### src/rtpm_pkg.sv
// Shared types and codes for the route table prefix match core.
// Used by route_table_prefix_match_core; no dependencies.
package rtpm_pkg;

    localparam logic [31:0] HOP_NONE = 32'hffff_ffff;

    // request operations
    localparam logic [1:0] FN_LOOKUP = 2'd0;
    localparam logic [1:0] FN_ADD    = 2'd1;
    localparam logic [1:0] FN_DELETE = 2'd2;

    // result status codes
    localparam logic [2:0] ST_DONE = 3'd0;
    localparam logic [2:0] ST_MISS = 3'd1;
    localparam logic [2:0] ST_FULL = 3'd2;
    localparam logic [2:0] ST_DUP  = 3'd3;
    localparam logic [2:0] ST_BAD  = 3'd4;

    typedef struct packed {
        logic [1:0]  func;
        logic [31:0] lookup_address;
        logic [31:0] route_net;
        logic [31:0] route_mask;
        logic [31:0] route_hop;
        logic [4:0]  entry_index;
    } t_in_word;

    typedef struct packed {
        logic [31:0] next_hop;
        logic [2:0]  status;
        logic [5:0]  entries_used;
    } t_out_word;

    typedef struct packed {
        logic [31:0] mask;
        logic [31:0] net;
        logic [31:0] hop;
    } t_route;

    localparam int ROUTE_W = $bits(t_route);

    typedef enum logic [2:0] {
        S_IDLE,
        S_LOOK,
        S_ADD,
        S_DEL,
        S_RESP
    } t_state;

endpackage

### src/route_table_prefix_match_core.sv
// IPv4 route table with longest-prefix-match lookup, add and delete.
// Depends on rtpm_pkg and rtpm_ram.
//
// One request is worked on at a time. Every request sweeps the route RAM
// one entry per cycle through its single read port: a lookup or an add
// reads entries 0 to count-1, a delete moves entries index+1 to count-1
// down by one (read one entry, write it back one place lower in the next
// cycle). A request settled at acceptance (a refused request or a lookup
// on an empty table) sweeps nothing; the result of any request waits while
// the previous result is still held at a stalled output. The table needs
// no clearing pass after reset: only entries below the count are ever
// read. The result sits in an output register, so the next request is
// taken while it waits.
module route_table_prefix_match_core #(
    parameter int TABLE_DEPTH = 32
) (
    input  logic                i_clk,
    input  logic                i_rst_n,
    input  logic                i_in_valid,
    output logic                o_in_stall,
    input  rtpm_pkg::t_in_word  i_in_word,
    output logic                o_out_valid,
    input  logic                i_out_stall,
    output rtpm_pkg::t_out_word o_out_word
);
    import rtpm_pkg::*;

    localparam int IDX_W = (TABLE_DEPTH > 1) ? $clog2(TABLE_DEPTH) : 1;
    localparam int CNT_W = $clog2(TABLE_DEPTH + 1);
    localparam int CMP_W = (CNT_W > 5) ? CNT_W : 5;
    localparam int EU_W  = (CNT_W > 6) ? CNT_W : 6;

    t_state            r_state, n_state;
    logic [CNT_W-1:0]  r_count, n_count;
    logic [CNT_W-1:0]  r_ptr, n_ptr;
    logic              r_pend, n_pend;
    logic [IDX_W-1:0]  r_pend_idx, n_pend_idx;
    t_in_word          r_req, n_req;
    logic              r_found, n_found;
    logic              r_dup, n_dup;
    logic [31:0]       r_best_mask, n_best_mask;
    logic [31:0]       r_res_hop, n_res_hop;
    logic [2:0]        r_res_status, n_res_status;
    logic              r_out_vld, n_out_vld;
    t_out_word         r_out, n_out;

    logic              ram_we;
    logic [IDX_W-1:0]  ram_waddr;
    t_route            ram_wdata;
    logic [ROUTE_W-1:0] ram_rdata;
    t_route            rd_route;
    logic              in_accept;
    logic              issue;
    logic              scan_done;
    logic              del_bad;
    logic [EU_W-1:0]   cnt_wide;

    rtpm_ram #(
        .WIDTH (ROUTE_W),
        .DEPTH (TABLE_DEPTH)
    ) u_ram (
        .i_clk   (i_clk),
        .i_we    (ram_we),
        .i_waddr (ram_waddr),
        .i_wdata (ram_wdata),
        .i_raddr (r_ptr[IDX_W-1:0]),
        .o_rdata (ram_rdata)
    );

    assign rd_route  = t_route'(ram_rdata);
    assign in_accept = i_in_valid && !o_in_stall;
    assign issue     = r_ptr < r_count;
    assign scan_done = !issue && !r_pend;
    assign del_bad   = (r_count == '0) ||
                       (CMP_W'(i_in_word.entry_index) >= CMP_W'(r_count));
    assign cnt_wide  = EU_W'(r_count);

    always_ff @(posedge i_clk) begin
        if (!i_rst_n) begin
            r_state   <= S_IDLE;
            r_count   <= '0;
            r_pend    <= 1'b0;
            r_out_vld <= 1'b0;
        end else begin
            r_state   <= n_state;
            r_count   <= n_count;
            r_pend    <= n_pend;
            r_out_vld <= n_out_vld;
        end
    end

    always_ff @(posedge i_clk) begin
        r_ptr        <= n_ptr;
        r_pend_idx   <= n_pend_idx;
        r_req        <= n_req;
        r_found      <= n_found;
        r_dup        <= n_dup;
        r_best_mask  <= n_best_mask;
        r_res_hop    <= n_res_hop;
        r_res_status <= n_res_status;
        r_out        <= n_out;
    end

    always_comb begin
        n_state      = r_state;
        n_count      = r_count;
        n_ptr        = r_ptr;
        n_pend       = 1'b0;
        n_pend_idx   = r_ptr[IDX_W-1:0];
        n_req        = r_req;
        n_found      = r_found;
        n_dup        = r_dup;
        n_best_mask  = r_best_mask;
        n_res_hop    = r_res_hop;
        n_res_status = r_res_status;
        n_out_vld    = r_out_vld;
        n_out        = r_out;
        ram_we       = 1'b0;
        ram_waddr    = r_count[IDX_W-1:0];
        ram_wdata    = '{mask: r_req.route_mask, net: r_req.route_net,
                         hop: r_req.route_hop};

        // drop the output word once taken
        if (r_out_vld && !i_out_stall) begin
            n_out_vld = 1'b0;
        end

        // sweep: issue one read per cycle, process its data the next cycle
        if (r_state == S_LOOK || r_state == S_ADD || r_state == S_DEL) begin
            n_pend = issue;
            if (issue) begin
                n_ptr = r_ptr + CNT_W'(1);
            end
        end

        unique case (r_state)
            S_IDLE: begin
                if (in_accept) begin
                    n_req       = i_in_word;
                    n_found     = 1'b0;
                    n_dup       = 1'b0;
                    n_best_mask = '0;
                    n_res_hop   = HOP_NONE;
                    n_ptr       = '0;
                    n_state     = S_RESP;
                    unique case (i_in_word.func)
                        FN_LOOKUP: begin
                            if (r_count == '0) begin
                                n_res_status = ST_MISS;
                            end else begin
                                n_state = S_LOOK;
                            end
                        end
                        FN_ADD: begin
                            if (r_count >= CNT_W'(TABLE_DEPTH)) begin
                                n_res_status = ST_FULL;
                            end else begin
                                n_state = S_ADD;
                            end
                        end
                        FN_DELETE: begin
                            if (del_bad) begin
                                n_res_status = ST_BAD;
                            end else begin
                                n_ptr   = CNT_W'(i_in_word.entry_index) + CNT_W'(1);
                                n_state = S_DEL;
                            end
                        end
                        default: begin
                            n_res_status = ST_BAD;
                        end
                    endcase
                end
            end
            S_LOOK: begin
                // later entries win ties, hence >=
                if (r_pend && ((rd_route.mask & r_req.lookup_address) == rd_route.net)
                        && (!r_found || rd_route.mask >= r_best_mask)) begin
                    n_found     = 1'b1;
                    n_best_mask = rd_route.mask;
                    n_res_hop   = rd_route.hop;
                end
                if (scan_done) begin
                    n_res_status = r_found ? ST_DONE : ST_MISS;
                    n_state      = S_RESP;
                end
            end
            S_ADD: begin
                if (r_pend && rd_route.net == r_req.route_net
                        && rd_route.mask == r_req.route_mask
                        && rd_route.hop == r_req.route_hop) begin
                    n_dup = 1'b1;
                end
                if (scan_done) begin
                    if (r_dup) begin
                        n_res_status = ST_DUP;
                    end else begin
                        ram_we       = 1'b1;
                        n_count      = r_count + CNT_W'(1);
                        n_res_status = ST_DONE;
                    end
                    n_state = S_RESP;
                end
            end
            S_DEL: begin
                // write each read entry back one place lower
                if (r_pend) begin
                    ram_we    = 1'b1;
                    ram_waddr = r_pend_idx - IDX_W'(1);
                    ram_wdata = rd_route;
                end
                if (scan_done) begin
                    n_count      = r_count - CNT_W'(1);
                    n_res_status = ST_DONE;
                    n_state      = S_RESP;
                end
            end
            S_RESP: begin
                if (!r_out_vld || !i_out_stall) begin
                    n_out_vld        = 1'b1;
                    n_out.next_hop   = r_res_hop;
                    n_out.status     = r_res_status;
                    n_out.entries_used = cnt_wide[5:0];
                    n_state          = S_IDLE;
                end
            end
            default: begin
                n_state = S_IDLE;
            end
        endcase
    end

    assign o_in_stall  = (r_state != S_IDLE);
    assign o_out_valid = r_out_vld;
    assign o_out_word  = r_out;

`ifndef NO_ASSERTIONS
    a_count_range: assert property (@(posedge i_clk) disable iff (!i_rst_n)
        r_count <= CNT_W'(TABLE_DEPTH))
        else $error("route count beyond table depth");

    a_write_state: assert property (@(posedge i_clk) disable iff (!i_rst_n)
        ram_we |-> (r_state == S_ADD || r_state == S_DEL))
        else $error("table write outside add or delete");

    a_fail_no_hop: assert property (@(posedge i_clk) disable iff (!i_rst_n)
        (o_out_valid && o_out_word.status != ST_DONE) |-> o_out_word.next_hop == HOP_NONE)
        else $error("refused request carries a next hop");

    a_one_at_a_time: assert property (@(posedge i_clk) disable iff (!i_rst_n)
        in_accept |=> (o_in_stall && r_state != S_IDLE))
        else $error("request accepted while another is in work");
`endif
endmodule

### src/rtpm_ram.sv
// Generic single-write, single-read synchronous RAM with registered read.
// No dependencies.
module rtpm_ram #(
    parameter int WIDTH = 96,
    parameter int DEPTH = 32
) (
    input  logic                                   i_clk,
    input  logic                                   i_we,
    input  logic [(DEPTH > 1 ? $clog2(DEPTH) : 1)-1:0] i_waddr,
    input  logic [WIDTH-1:0]                       i_wdata,
    input  logic [(DEPTH > 1 ? $clog2(DEPTH) : 1)-1:0] i_raddr,
    output logic [WIDTH-1:0]                       o_rdata
);
    logic [WIDTH-1:0] r_mem [DEPTH];
    logic [WIDTH-1:0] r_rdata;

    always_ff @(posedge i_clk) begin
        if (i_we) begin
            r_mem[i_waddr] <= i_wdata;
        end
        r_rdata <= r_mem[i_raddr];
    end

    assign o_rdata = r_rdata;
endmodule

### config.mk
export PLATFORM = sky130hd
export DESIGN_NAME = route_table_prefix_match_core
export DESIGN_NICKNAME = d
export VERILOG_FILES = /design/src/rtpm_pkg.sv /design/src/route_table_prefix_match_core.sv /design/src/rtpm_ram.sv
export SDC_FILE = /design/constraint.sdc
export NUM_CORES = 2
export LEC_CHECK = 0
export BUFFER_PORTS_ARGS = -buffer_cell sky130_fd_sc_hd__buf_2
export CAP_MARGIN = 10
export CORE_MARGIN = 1.5
export CORE_UTILIZATION = 50
export CTS_CLUSTER_DIAMETER = 40
export DETAILED_ROUTE_END_ITERATION = 8
export MAX_ROUTING_LAYER = met4
export PLACE_DENSITY = 0.66
export SYNTH_ARGS = -nofsm -noshare
export SYNTH_HDL_FRONTEND = slang
export SYNTH_SLANG_ARGS = --single-unit
### constraint.sdc
create_clock -name i_clk -period 16.5 [get_ports i_clk]
set_input_delay 1.65 -clock i_clk [delete_from_list [all_inputs] [get_ports i_clk]]
set_output_delay 1.65 -clock i_clk [all_outputs]
set_load 0.03 [all_outputs]
==> impl_summary.md <==
Detailed routing
The DRC violation count after routing is 0. The detailed router finished its first iteration with 8538 violations. The average vias per placed instance is 6.32.

The total number of vias is roughly 63000. The number of search-and-repair iterations in the first detailed-routing pass is 7. The wire length per cell is 35.0 um. In this run the remaining antenna-violating nets after routing total 0.

Summed over all layers, the routed wires come to 347000 um.

CTS
The worst-case clock buffer depth is 4. The number of buffers added to fix hold violations after cts is 0. After clock tree synthesis, the repair step resized 0 gates.

The clock insertion delay at the later pin of the skew report is 0.94 ns. The library cell used as clock root buffer is clkbuf_16. The number of setup buffers added after CTS is 0. Buffers inserted during clock tree synthesis total approximately 440.

The clock tree from TritonCTS is done. The clock slew at the register clock pins of the worst setup and hold paths is 0.06 ns. The clock tree synthesis step divided the H-tree into 5 levels. The number of clock sinks seen by CTS is 3428.

Synth
Yosys mapped the design onto 54 distinct sky130hd cell types. The proportion of synthesized chip area in sequential cells is 77.7%. edfxtp_1 takes more of the synthesized area than any other cell. The count of synthesis-stage warnings from yosys is 0. The area fraction of the dominant cell type after synthesis is 75.9%. The synthesized flop and latch total is 3428. The total nets after synthesis is 5690.

Among all flip-flop cells after synthesis, the most frequent one is edfxtp_1. The post-synthesis average cell area is 23.8 um2. The synthesized netlist occupies a cell area of 131000 um2.

After technology mapping, the gate count stands at 5501. Yosys attributes the largest share of cell area to edfxtp_1, mux4_2, dfxtp_1. The synthesized design contains 3310 enable-type register cells. In the synthesized netlist, the cells that appear most often are edfxtp_1, mux4_2, mux2_2. By instance count, the leading cell after synthesis is edfxtp_1. The proportion of register bits with asynchronous set or reset after synthesis is 0%.

Global route
The initial antenna violation count came to 13. The largest net degree at the start of global routing is 154. The total congestion overflow after global routing is 0. The global-route usage over all layers is 27.0%.

The number of global-route vias before repair came to between 60000 and 70000. The first global-routing pass estimated 483000 um of wire.

Critical path
The worst path arrival time is 6.59 ns. Along the worst path, the maximum fanout reaches 49. The type of the setup path with the least slack is reg -> reg. The reg-to-reg startpoint is r_ptr[0].

The critical path data required time is 17.26 ns. The critical path launch point type is a register. The timing startpoint of the critical path is r_ptr[0]. The endpoint kind of the worst setup timing path is a register.

Pwr
For this design the static power due to leakage is 0.0470 uW. The areal power density over the cells is about 130 nW/um2. IR analysis of the VDD net gives a maximum drop of about 0.10 mV.

The overall power is 19900 uW.

STA
Between clock sinks in the finished design, the worst skew comes to 0.103 ns. Counting I/O delays and the setup requirement, the final critical path takes roughly 5.8 ns. The maximum achievable frequency is 172 MHz. The worst-margin pin slew is 1.24 ns. The setup TNS is 0 ns.

The post-route fraction of the period consumed by the critical path is a little over a third. The hold violation count in the final report is 0. Setup violations remaining at the end of the flow were counted as 0. The number of slew-limit violations in the final report was 0. Setup repair after global routing left no endpoint under its margin. Setup slack closes at 10.67 ns. Headroom to the max-slew limit came out at 17.4%.

Layout
The post-route netlist has 35.4% of its cells at a drive strength greater than 1. From synthesis to final layout, the design area changed by 16.2%. The filler cells instantiated in the layout total 18055.

Cells fill 58.5% of the core in the end. At the end of the flow, the number of nets in the layout was roughly 6200.

Floorplanning
The die covers roughly 260000 um2. From left edge to right edge, the die measures between 500 and 600 um. The die is 515 um tall. For this configuration, the core starts out at a cell density of 50.4%. For this design the top-level I/O count stands at 182. The total area inside the core boundary comes to 260000 um2. The number of rows created at floorplan is 187.

Placed design
The detailed placement HPWL is 183000 um. The worst slack after detailed placement is 10.46 ns. The number of port buffers is 181.

Routability-driven placement finished with a final weighted congestion of 0.910.

Min path
The worst hold path begins at r_res_hop[31]. The tightest min-delay check is of the reg -> reg type.

Status
The run finished with clean final reports.

Run
The count of max-cap constraint violations is 0.
-- metrics by stage --
stage / instance area, um2 / instances / hold WS [ns]
2_1_floorplan: 131000 / 5501 / 0.352
3_3_place_gp: 137000 / 9081 / 0.403
3_5_place_dp: 137000 / 9081 / 0.405
4_1_cts: 152000 / 9907 / 0.415
5_1_grt: 152000 / 9917 / 0.424
6_report: 152000 / 9920 / 0.418
-- layer usage --
| metal | track usage [%] | wire length (um) | vias to the layer above |
|---|---|---|---|
| met5 | - | 0 | - |
| met3 | 4.35 | 27400 | 717 |
| li1 | - | - | 24664 |
| met2 | 42.9 | 172000 | 3402 |
| met1 | 34.6 | 129000 | 33945 |
| met4 | 12.5 | 18400 | 0 |
-- final timing paths --
kind | to | slack (ns) | cells past startpoint
setup / recovery | u_ram.o_rdata[56] | 10.67 | 7
hold reg to reg | o_out_word[40] | 0.42 | 0
hold / removal | o_out_word[40] | 0.42 | 0
setup reg to reg | u_ram.o_rdata[56] | 10.67 | 7
-- worst max-delay path: stages, from the launching register on --
cell     delay, ns
dfxtp_4       0.76
buf_4         0.81
buf_4         0.90
buf_4         0.77
buf_4         0.83
mux4_2        0.60
mux4_2        0.50
mux2_2        0.29
-- final cells by class --
cell class / instances / area [um2] / area share [%]
diodes: 7 / 17.5 / 0.0115
well taps: 3496 / 4370 / 2.88
repair buffers: 344 / 2310 / 1.52
clock buffers: 524 / 11700 / 7.68
multi-input cells: 1733 / 28000 / 18.4
flip-flops and latches: 3428 / 102000 / 66.9
inverters: 86 / 330 / 0.217
clock inverters: 302 / 3650 / 2.40
-- flip-flops by register name (all words and copies together) (netlist names), 5 cells and up --
signal,count
u_ram.r_mem,3072
r_req,128
u_ram.o_rdata,96
o_out_word,41
r_best_mask,32
r_res_hop,32
cnt_wide,6
r_ptr,6
r_pend_idx,5
-- logic make-up after synthesis --
group / count (synthesis) / synth area share (%)
flops: 3428 / 77.7
mux: 1138 / 18.0
buf+inv: 340 / 1.11
simple gates: 307 / 1.24
compound gates: 134 / 0.682
xor+xnor: 104 / 0.696
fa+ha+maj: 50 / 0.484
-- placed cells by master (no fill, tap or decap), drive strengths merged, types with 62 or more instances in the layout --
cell and count:
xnor2 62, clkbuf 524, inv 144, clkinv 146
edfxtp 3310, mux2 172, dfxtp 118, mux4 960
buf 344, nand2 85
-- power breakdown --
| group | total, uW | switching (uW) | internal, uW |
|---|---|---|---|
| clock network | 9790 | 3830 | 5970 |
| registers | 9720 | 71.8 | 9650 |
| logic | 368 | 277 | 91.5 |
Power figures use the tool's default switching activity.
